`config.mk`:
```
export PLATFORM = sky130hd
export DESIGN_NAME = update_packet_receipt_tracker
export DESIGN_NICKNAME = d
export VERILOG_FILES = /design/src/design/uprt_pkg.sv /design/src/design/uprt_ram.sv /design/src/design/uprt_ctrl.sv /design/src/design/update_packet_receipt_tracker.sv
export SDC_FILE = /design/constraint.sdc
export NUM_CORES = 2
export LEC_CHECK = 0
export CORE_ASPECT_RATIO = 1.4
export CORE_UTILIZATION = 55
export DETAILED_ROUTE_END_ITERATION = 10
export DONT_BUFFER_PORTS = 1
export GPL_TIMING_DRIVEN = 0
export PLACE_DENSITY = 0.71
export SLEW_MARGIN = 20
export SYNTH_ARGS = -nofsm -noshare
export SYNTH_HDL_FRONTEND = slang
export SYNTH_HIERARCHICAL = 1
export SYNTH_SLANG_ARGS = --single-unit
```
`constraint.sdc`:
```
create_clock -name clk -period 7.7 [get_ports clk]
set_clock_uncertainty 0.05 [all_clocks]
set_input_delay 0.77 -clock clk [delete_from_list [all_inputs] [get_ports clk]]
set_output_delay 0.77 -clock clk [all_outputs]
set_load 0.02 [all_outputs]
```
`src/design/uprt_pkg.sv`:
```
package uprt_pkg;

	// command codes
	localparam logic [1:0] CMD_BEGIN  = 2'd0;
	localparam logic [1:0] CMD_PACKET = 2'd1;
	localparam logic [1:0] CMD_CHECK  = 2'd2;

	// result status codes
	localparam logic [2:0] ST_BEGUN     = 3'd0;
	localparam logic [2:0] ST_REFUSED   = 3'd1;
	localparam logic [2:0] ST_STORED    = 3'd2;
	localparam logic [2:0] ST_REJECTED  = 3'd3;
	localparam logic [2:0] ST_DUPLICATE = 3'd4;
	localparam logic [2:0] ST_FAILED    = 3'd5;
	localparam logic [2:0] ST_CHECK     = 3'd6;

	// configuration register indexes
	localparam int CFG_IDX_W = 3;
	localparam logic [CFG_IDX_W-1:0] REG_PACKET_BYTES  = 3'd0;
	localparam logic [CFG_IDX_W-1:0] REG_PACKET_COUNT  = 3'd1;
	localparam logic [CFG_IDX_W-1:0] REG_IMAGE_BASE    = 3'd2;
	localparam logic [CFG_IDX_W-1:0] REG_FLASH_SIZE_KB = 3'd3;

	typedef struct packed {
		logic [1:0]  command;
		logic [15:0] packet_id;
		logic [7:0]  payload_length;
		logic        write_ok;
	} in_item_t;

	typedef struct packed {
		logic [2:0]  status;
		logic [31:0] flash_address;
		logic [10:0] missing_id;
		logic        all_received;
		logic [7:0]  error_total;
		logic        last;
	} result_t;

	typedef struct packed {
		logic [7:0]  packet_bytes;
		logic [11:0] packet_count;
		logic [31:0] image_base;
		logic [15:0] flash_size_kb;
	} cfg_t;

	// usable image space for each flash size class
	function automatic logic [17:0] usable_bytes(input logic [15:0] kb);
		logic [17:0] bytes;
		case (kb)
			16'd64:  bytes = 18'(31 * 32'h400);
			16'd128: bytes = 18'(47 * 32'h400);
			16'd256: bytes = 18'(100 * 32'h400);
			16'd512: bytes = 18'(200 * 32'h400);
			default: bytes = 18'd0;
		endcase
		return bytes;
	endfunction

	// position of the lowest set bit of a word
	function automatic logic [4:0] lowest_set(input logic [31:0] m);
		logic [4:0] pos;
		pos = 5'd0;
		for (int i = 31; i >= 0; i--) begin
			if (m[i]) begin
				pos = 5'(i);
			end
		end
		return pos;
	endfunction

endpackage

```
`src/design/uprt_ram.sv`:
```
module uprt_ram #(
	parameter int WIDTH = 32,
	parameter int DEPTH = 64
) (
	input  logic                             clk,
	input  logic                             we,
	input  logic [$clog2(DEPTH > 1 ? DEPTH : 2)-1:0] waddr,
	input  logic [WIDTH-1:0]                 wdata,
	input  logic [$clog2(DEPTH > 1 ? DEPTH : 2)-1:0] raddr,
	output logic [WIDTH-1:0]                 rdata
);

	logic [WIDTH-1:0] mem_q [DEPTH];
	logic [WIDTH-1:0] rdata_q;

	// one write port, one registered read port
	always_ff @(posedge clk) begin
		if (we) begin
			mem_q[waddr] <= wdata;
		end
		rdata_q <= mem_q[raddr];
	end

	assign rdata = rdata_q;

endmodule

```
`src/design/uprt_ctrl.sv`:
```
module uprt_ctrl #(
	parameter int MAX_PACKETS  = 2048,
	parameter int MAX_PAYLOAD  = 200,
	parameter int MAX_REPORTED = 51
) (
	input  logic              clk,
	input  logic              arst_n,
	input  logic              start,
	output logic              busy,
	input  uprt_pkg::in_item_t item,
	input  uprt_pkg::cfg_t    cfg,
	output logic              result_valid,
	output uprt_pkg::result_t result
);

	localparam int MAP_WORDS = (MAX_PACKETS + 31) / 32;
	localparam int ADDR_W    = (MAP_WORDS > 1) ? $clog2(MAP_WORDS) : 1;
	localparam int WCNT_W    = $clog2(MAP_WORDS + 1);
	localparam int CNT_W     = $clog2(MAX_REPORTED + 1);
	localparam logic [16:0]       MAXP      = 17'(MAX_PACKETS);
	localparam logic [7:0]        MAXLEN    = 8'(MAX_PAYLOAD);
	localparam logic [CNT_W-1:0]  MAXREP    = CNT_W'(MAX_REPORTED);
	localparam logic [WCNT_W-1:0] LAST_WORD = WCNT_W'(MAP_WORDS - 1);

	typedef enum logic [8:0] {
		S_IDLE    = 9'b000000001,
		S_CLEAR   = 9'b000000010,
		S_BEGIN   = 9'b000000100,
		S_PK_CHK  = 9'b000001000,
		S_PK_UPD  = 9'b000010000,
		S_CK_RD   = 9'b000100000,
		S_CK_LOAD = 9'b001000000,
		S_CK_BIT  = 9'b010000000,
		S_CK_FIN  = 9'b100000000
	} state_t;

	state_t             state_q;
	uprt_pkg::in_item_t item_q;
	logic [23:0]        prod_q;
	logic [WCNT_W-1:0]  clr_q;
	logic [WCNT_W-1:0]  w_q;
	logic [31:0]        mask_q;
	logic [CNT_W-1:0]   cnt_q;
	logic               pend_valid_q;
	logic [16:0]        pend_id_q;
	logic [7:0]         err_q;
	logic               valid_q;
	uprt_pkg::result_t  res_q;

	logic              we;
	logic [ADDR_W-1:0] waddr;
	logic [31:0]       wdata;
	logic [ADDR_W-1:0] raddr;
	logic [31:0]       rdata;

	logic [ADDR_W-1:0] pk_word;
	logic [4:0]        pk_bit;
	logic              hit;
	logic              reject;
	logic              refuse;
	logic [19:0]       image_bytes;
	logic [16:0]       lim;
	logic [17:0]       lim_up;
	logic [WCNT_W-1:0] nwords;
	logic [16:0]       base;
	logic [16:0]       rem;
	logic [31:0]       lmask;
	logic [16:0]       id_found;
	logic [31:0]       addr;

	uprt_ram #(.WIDTH(32), .DEPTH(MAP_WORDS)) u_map (
		.clk   (clk),
		.we    (we),
		.waddr (waddr),
		.wdata (wdata),
		.raddr (raddr),
		.rdata (rdata)
	);

	// packet decode and checks
	assign pk_word = ADDR_W'(item_q.packet_id >> 5);
	assign pk_bit  = item_q.packet_id[4:0];
	assign hit     = rdata[pk_bit];
	assign reject  = ({1'b0, item_q.packet_id} >= {5'd0, cfg.packet_count})
		|| ({1'b0, item_q.packet_id} >= MAXP)
		|| (item_q.payload_length > MAXLEN);
	assign addr    = {8'd0, prod_q} + cfg.image_base;

	// begin check: alignment and image size against usable space
	assign image_bytes = 20'(cfg.packet_bytes * cfg.packet_count);
	assign refuse = (cfg.packet_bytes[1:0] != 2'b00)
		|| (image_bytes > {2'b00, uprt_pkg::usable_bytes(cfg.flash_size_kb)});

	// scan limits and mask of live bits in the current word
	assign lim      = ({5'd0, cfg.packet_count} > MAXP) ? MAXP : {5'd0, cfg.packet_count};
	assign lim_up   = {1'b0, lim} + 18'd31;
	assign nwords   = WCNT_W'(lim_up >> 5);
	assign base     = 17'(w_q) << 5;
	assign rem      = lim - base;
	assign lmask    = (rem >= 17'd32) ? 32'hFFFF_FFFF : ~(32'hFFFF_FFFF << rem[4:0]);
	assign id_found = base | {12'd0, uprt_pkg::lowest_set(mask_q)};

	// bitmap port control
	always_comb begin
		we    = 1'b0;
		waddr = pk_word;
		wdata = rdata | (32'd1 << pk_bit);
		raddr = (state_q == S_CK_RD) ? ADDR_W'(w_q) : pk_word;
		case (state_q)
			S_CLEAR: begin
				we    = 1'b1;
				waddr = ADDR_W'(clr_q);
				wdata = 32'd0;
			end
			S_PK_UPD: begin
				we = !hit && item_q.write_ok;
			end
			default: begin
				we = 1'b0;
			end
		endcase
	end

	// sequencer
	always_ff @(posedge clk or negedge arst_n) begin
		if (!arst_n) begin
			state_q      <= S_CLEAR;
			clr_q        <= '0;
			w_q          <= '0;
			cnt_q        <= '0;
			pend_valid_q <= 1'b0;
			err_q        <= 8'd0;
			valid_q      <= 1'b0;
		end else begin
			valid_q <= 1'b0;
			case (state_q)
				S_IDLE: begin
					if (start) begin
						w_q          <= '0;
						cnt_q        <= '0;
						pend_valid_q <= 1'b0;
						case (item.command)
							uprt_pkg::CMD_BEGIN:  state_q <= S_BEGIN;
							uprt_pkg::CMD_PACKET: state_q <= S_PK_CHK;
							uprt_pkg::CMD_CHECK:  state_q <= S_CK_RD;
							default:              state_q <= S_IDLE;
						endcase
					end
				end
				S_CLEAR: begin
					clr_q <= clr_q + 1'b1;
					if (clr_q == LAST_WORD) begin
						state_q <= S_IDLE;
					end
				end
				S_BEGIN: begin
					valid_q <= 1'b1;
					if (refuse) begin
						state_q <= S_IDLE;
					end else begin
						err_q   <= 8'd0;
						clr_q   <= '0;
						state_q <= S_CLEAR;
					end
				end
				S_PK_CHK: begin
					if (reject) begin
						valid_q <= 1'b1;
						state_q <= S_IDLE;
					end else begin
						state_q <= S_PK_UPD;
					end
				end
				S_PK_UPD: begin
					valid_q <= 1'b1;
					if (!hit && !item_q.write_ok) begin
						err_q <= err_q + 8'd1;
					end
					state_q <= S_IDLE;
				end
				S_CK_RD: begin
					state_q <= (w_q == nwords) ? S_CK_FIN : S_CK_LOAD;
				end
				S_CK_LOAD: begin
					state_q <= S_CK_BIT;
				end
				S_CK_BIT: begin
					if (mask_q == 32'd0) begin
						w_q     <= w_q + 1'b1;
						state_q <= S_CK_RD;
					end else begin
						valid_q      <= pend_valid_q;
						pend_valid_q <= 1'b1;
						cnt_q        <= cnt_q + 1'b1;
						if (cnt_q + 1'b1 == MAXREP) begin
							state_q <= S_CK_FIN;
						end
					end
				end
				S_CK_FIN: begin
					valid_q <= 1'b1;
					state_q <= S_IDLE;
				end
				default: begin
					state_q <= S_IDLE;
				end
			endcase
		end
	end

	// item, product, scan word and result payload
	always_ff @(posedge clk) begin
		if (state_q == S_IDLE && start) begin
			item_q <= item;
		end
		if (state_q == S_PK_CHK) begin
			prod_q <= item_q.packet_id * cfg.packet_bytes;
		end
		if (state_q == S_CK_LOAD) begin
			mask_q <= ~rdata & lmask;
		end else if (state_q == S_CK_BIT && mask_q != 32'd0) begin
			mask_q    <= mask_q & (mask_q - 32'd1);
			pend_id_q <= id_found;
		end

		res_q.flash_address <= 32'd0;
		res_q.missing_id    <= 11'd0;
		res_q.all_received  <= 1'b0;
		res_q.error_total   <= err_q;
		res_q.last          <= 1'b1;
		res_q.status        <= uprt_pkg::ST_CHECK;
		case (state_q)
			S_BEGIN: begin
				res_q.status      <= refuse ? uprt_pkg::ST_REFUSED : uprt_pkg::ST_BEGUN;
				res_q.error_total <= refuse ? err_q : 8'd0;
			end
			S_PK_CHK: begin
				res_q.status <= uprt_pkg::ST_REJECTED;
			end
			S_PK_UPD: begin
				if (hit) begin
					res_q.status <= uprt_pkg::ST_DUPLICATE;
				end else if (item_q.write_ok) begin
					res_q.status        <= uprt_pkg::ST_STORED;
					res_q.flash_address <= addr;
				end else begin
					res_q.status        <= uprt_pkg::ST_FAILED;
					res_q.flash_address <= addr;
					res_q.error_total   <= err_q + 8'd1;
				end
			end
			S_CK_BIT: begin
				res_q.missing_id <= pend_id_q[10:0];
				res_q.last       <= 1'b0;
			end
			S_CK_FIN: begin
				res_q.missing_id   <= pend_valid_q ? pend_id_q[10:0] : 11'd0;
				res_q.all_received <= !pend_valid_q;
			end
			default: begin
				res_q.last <= 1'b1;
			end
		endcase
	end

	assign busy         = (state_q != S_IDLE);
	assign result_valid = valid_q;
	assign result       = res_q;

endmodule

```
`src/design/update_packet_receipt_tracker.sv`:
```
// Firmware-update packet receipt tracker.
// Input channel: an item (command, packet_id, payload_length, write_ok) is taken
// at a clock edge with start high and busy low. Results leave on result with
// result_valid high for one cycle each; the receiver takes every result and
// cannot hold them off. The last result of an item carries last = 1.
// Configuration: cfg_index / cfg_data written when cfg_valid is high (cfg_ready
// is always high); indexes beyond the register list are ignored.
// Sequence of each command (busy stays high until it is done):
//   packet: one bitmap word read, then its read-modify-write unless rejected
//   begin:  result only if refused, else result then the bitmap clear sweep
//           (one word per cycle; MAP_WORDS = ceil(MAX_PACKETS / 32) words)
//   check:  each bitmap word is read, loaded and searched bit by bit; missing
//           ids are reported one result each, then a final result closes the
//           scan; the report limit can end the scan early
//   an unused command code yields no result and leaves busy low
// Reset: the control and configuration registers clear and the bitmap is
// swept to zero, one word a cycle, while busy stays high.
module update_packet_receipt_tracker #(
	parameter int MAX_PACKETS  = 2048,
	parameter int MAX_PAYLOAD  = 200,
	parameter int MAX_REPORTED = 51
) (
	input  logic                                 clk,
	input  logic                                 arst_n,
	input  logic                                 start,
	output logic                                 busy,
	input  uprt_pkg::in_item_t                   item,
	output logic                                 result_valid,
	output uprt_pkg::result_t                    result,
	input  logic                                 cfg_valid,
	output logic                                 cfg_ready,
	input  logic [uprt_pkg::CFG_IDX_W-1:0]       cfg_index,
	input  logic [31:0]                          cfg_data
);

	uprt_pkg::cfg_t cfg_q;

	// configuration registers
	always_ff @(posedge clk or negedge arst_n) begin
		if (!arst_n) begin
			cfg_q <= '0;
		end else if (cfg_valid) begin
			case (cfg_index)
				uprt_pkg::REG_PACKET_BYTES:  cfg_q.packet_bytes  <= cfg_data[7:0];
				uprt_pkg::REG_PACKET_COUNT:  cfg_q.packet_count  <= cfg_data[11:0];
				uprt_pkg::REG_IMAGE_BASE:    cfg_q.image_base    <= cfg_data;
				uprt_pkg::REG_FLASH_SIZE_KB: cfg_q.flash_size_kb <= cfg_data[15:0];
				default: begin
					cfg_q <= cfg_q;
				end
			endcase
		end
	end

	assign cfg_ready = 1'b1;

	uprt_ctrl #(
		.MAX_PACKETS  (MAX_PACKETS),
		.MAX_PAYLOAD  (MAX_PAYLOAD),
		.MAX_REPORTED (MAX_REPORTED)
	) u_ctrl (
		.clk          (clk),
		.arst_n       (arst_n),
		.start        (start),
		.busy         (busy),
		.item         (item),
		.cfg          (cfg_q),
		.result_valid (result_valid),
		.result       (result)
	);

endmodule
```
==> metrics.txt <==
worst-path fanout max=11; Vias=56.7k; pwr/cell area=366 nW/um^2; Post-synth ARST share=4.58%; Port Buffers=0; boundary pin count=125; crit start category=flip-flop; nets=6245; layout cells sized above 1=23.1%; initial core utilization=55.6%; kind of critical path=flip-flop to flip-flop; vias in the first global route=57.3k; worst skew pair latency=0.89 ns; Antenna Nets Post-Route=0; sequential fraction of the synthesis area=between 60% and 70%; Worst path most repeated cell=fa_1; Achievable Freq=~140 MHz; critical register-to-register path endpoint=u_ctrl/clr_q[5]; first-pass GRT wire length=~420 mm; Mapped Nets=5796; CP endpoint kind=flip-flop; num rows=183; Reg2Reg Depth=26; CP peak stage delay=0.55 ns; max-capacitance violation count=0; Post-synth EDFFs=around 2.1k; RSZ-0062 raised after global routing=no; drt pass-1 iters=9; final wirelength=306 mm; fin crit period=7.34 ns; hold_ws=0.0801 ns; peak supply drop=between 0.0004 and 0.0005 V; initial antenna violation count=12; Initial DRC Count=7965; max-slew violation count=0; PnR worst setup slack=around 0.36 ns; Ys Warns=6; fill count=11.8k; GPL Wtd Cong=0.957; Core ar.=178000 um^2; Pleak=just under 40 nW; Worst-Margin Slew=1.28 ns; worst r2r src=cfg_q[63]; GRT Total Usage=between 30% and 40%; Congestion Overflow GR=0; post-DP HPWL=210 mm; die height=504 um; DR WL/cell=36.4 um; Bufs on Longest Clock Path=3; Worst EP arrival=8.07 ns; Unique masters post-synth=93; Root Buffer=clkbuf_16; Clk pin slew, worst setup/hold paths=0.06 ns; most frequent cells in the layout=edfxtp_1 (2140), mux4_2 (554), nand2_1 (224); gate count after technology mapping=around 5.4k; Setup WS pre-CTS=-0.684 ns; most common cell after layout, fill and taps aside=edfxtp_1; CP Data Required Time=8.43 ns; # clock sinks=around 2.3k; Worst Hold Class=input pin to flip-flop; flops & latches, synth=between 2k and 2.5k; die span in x=361 um; syn_area_per_cell=18.2 um^2; Hold Fails Final Rpt=0; status=finished clean; Synth Cell Area=99000 um^2; Slew headroom=approximately 14%; CP max-delay cell=fa_1; Avg Vias per Cell=6.76; clock buffer count from CTS=207; Final Cycle Share=95.3%; Die Area=182000 um^2; H-tree Lvls=4; top_reg_cell synth=edfxtp_1; critical path launch point=cfg_q[63]; # DRC=0; Area Overhead vs Synth=15.4%; Critical Path End=u_ctrl/clr_q[5]; R2R Setup Slk=0.36 ns; largest net degree at the start of global routing=roughly 110; final count of negative-setup-slack endpoints=0; clock tree from TritonCTS=built
## per-stage QoR
step	instances	area (um^2)	TNS, ns	total power [mW]	util [%]
final	8389	114000	0	41.8	64.1
after global routing	8382	114000	0	43.3	64.1
after CTS	8376	114000	0	41.5	64.0
after detailed placement	7934	106000	-14.44	30.8	59.8
after global placement	7756	102000	-2370.11	29.9	57.2
after floorplan	5444	99000	0	25.7	-
## synth_stat cells (all sizes together) (25+ instances only)
| master | number | area share (%) |
|---|---|---|
| nand3 | 43 | 0.22 |
| inv | 215 | 0.82 |
| a31oi | 26 | 0.16 |
| a21oi | 178 | 0.90 |
| mux4 | 554 | 13 |
| nor3 | 42 | 0.23 |
| nor2 | 301 | 1.1 |
| dfxtp | 88 | 1.8 |
| o22ai | 84 | 0.53 |
| o221ai | 30 | 0.27 |
| ha | 140 | 1.8 |
| xnor2 | 50 | 0.44 |
| o21ai | 59 | 0.30 |
| fa | 146 | 3.0 |
| nor2b | 36 | 0.23 |
| o21a | 33 | 0.25 |
| nand2 | 226 | 0.86 |
| dfrtp | 106 | 2.7 |
| clkbuf | 139 | 0.53 |
| mux2 | 68 | 0.89 |
| and2 | 167 | 1.1 |
| buf | 133 | 0.79 |
| xor2 | 25 | 0.22 |
| edfxtp | 2140 | 65 |
| mux2i | 98 | 0.99 |
## critical path, delay by kind of cell, from the launching register on
kind / cells / cell delay, ns
flops: 1 / 0.54
simple gates: 6 / 0.88
compound gates: 7 / 2.05
buf+inv: 6 / 1.06
xor+xnor: 1 / 0.16
fa+ha+maj: 6 / 2.49
## per-layer routing
layer | routed length, um | vias to the layer above | GRT usage [%] | share of wire [%]
li1 | - | 22400 | - | -
met1 | 93900 | 29200 | 37.5 | 31
met2 | 149000 | 4102 | 55.7 | 49
met3 | 33200 | 1083 | 8.35 | 11
met4 | 29200 | 8 | 26.6 | 9.6
met5 | 61 | - | 0.0795 | 0.020
## registers in the layout, summed over array words and instances (netlist names), 6 cells and up
signal / cells
cfg_q: 68
u_ctrl/clr_q: 7
u_ctrl/prod_q: 24
u_ctrl/w_q: 7
u_ctrl/state_q: 9
u_ctrl/mask_q: 32
u_ctrl/u_map/rdata: 32
u_ctrl/cnt_q: 6
u_ctrl/item_q: 25
u_ctrl/result: 56
u_ctrl/u_map/mem_q: 2048
u_ctrl/err_q: 8
u_ctrl/pend_id_q: 11
## logic make-up after synthesis
kind of cell	count (synthesis)	share of synthesized area [%]
AOI/OAI and AO/OA	563	3.68
xor gates and xnor gates	75	0.664
adders and majority gates	286	4.72
buffers and inverters	489	2.14
DFF	2335	69.4
muxes	720	14.5
other	1	0.00379
and+or+nand+nor	975	4.91
## power breakdown
part / internal [mW] / total [mW] / leakage (nW) / switching, mW
Sequential: 16.0 / 16.4 / 21.2 / 0.405
Combinational: 5.54 / 14.7 / 14.0 / 9.15
Clock: 5.94 / 10.7 / 3.40 / 4.73
## final cells by class
class,instances,area (um^2),share of cell area (%)
Sequential cell,2335,68700,60.2
Multi-Input combinational cell,2620,28900,25.3
Clock buffer,262,5600,4.90
Timing Repair Buffer,247,4560,3.99
Tap cell,2312,2890,2.53
Clock inverter,123,1370,1.20
Buffer,265,1330,1.17
Inverter,217,815,0.713
Antenna cell,8,20.0,0.0175
## worst min path at each step
stage | startpoint | endpoint | slack, ns | depth (start not counted)
finish | item[25] | u_ctrl/state_q[0] | 0.08 | 2
global route | item[25] | u_ctrl/state_q[0] | 0.09 | 2
CTS | item[25] | u_ctrl/state_q[0] | 0.04 | 2
detailed placement | u_ctrl/pend_id_q[9] | u_ctrl/result[19] | 0.38 | 1
global placement | u_ctrl/pend_id_q[9] | u_ctrl/result[19] | 0.37 | 1
floorplan | u_ctrl/pend_id_q[0] | u_ctrl/result[10] | 0.37 | 1
## repair_timing
item / 4_1_cts / 5_1_grt
endpoints found under the setup margin: 26 / 26
gates cloned: 0 / 0
hold buffers: 62 / 0
pin swaps: 0 / 2
setup buffers: 0 / 6
hold endpoints to repair: 203 / 0
resized for setup: 15 / 37
Note: power is estimated with default switching activity, not from simulation.
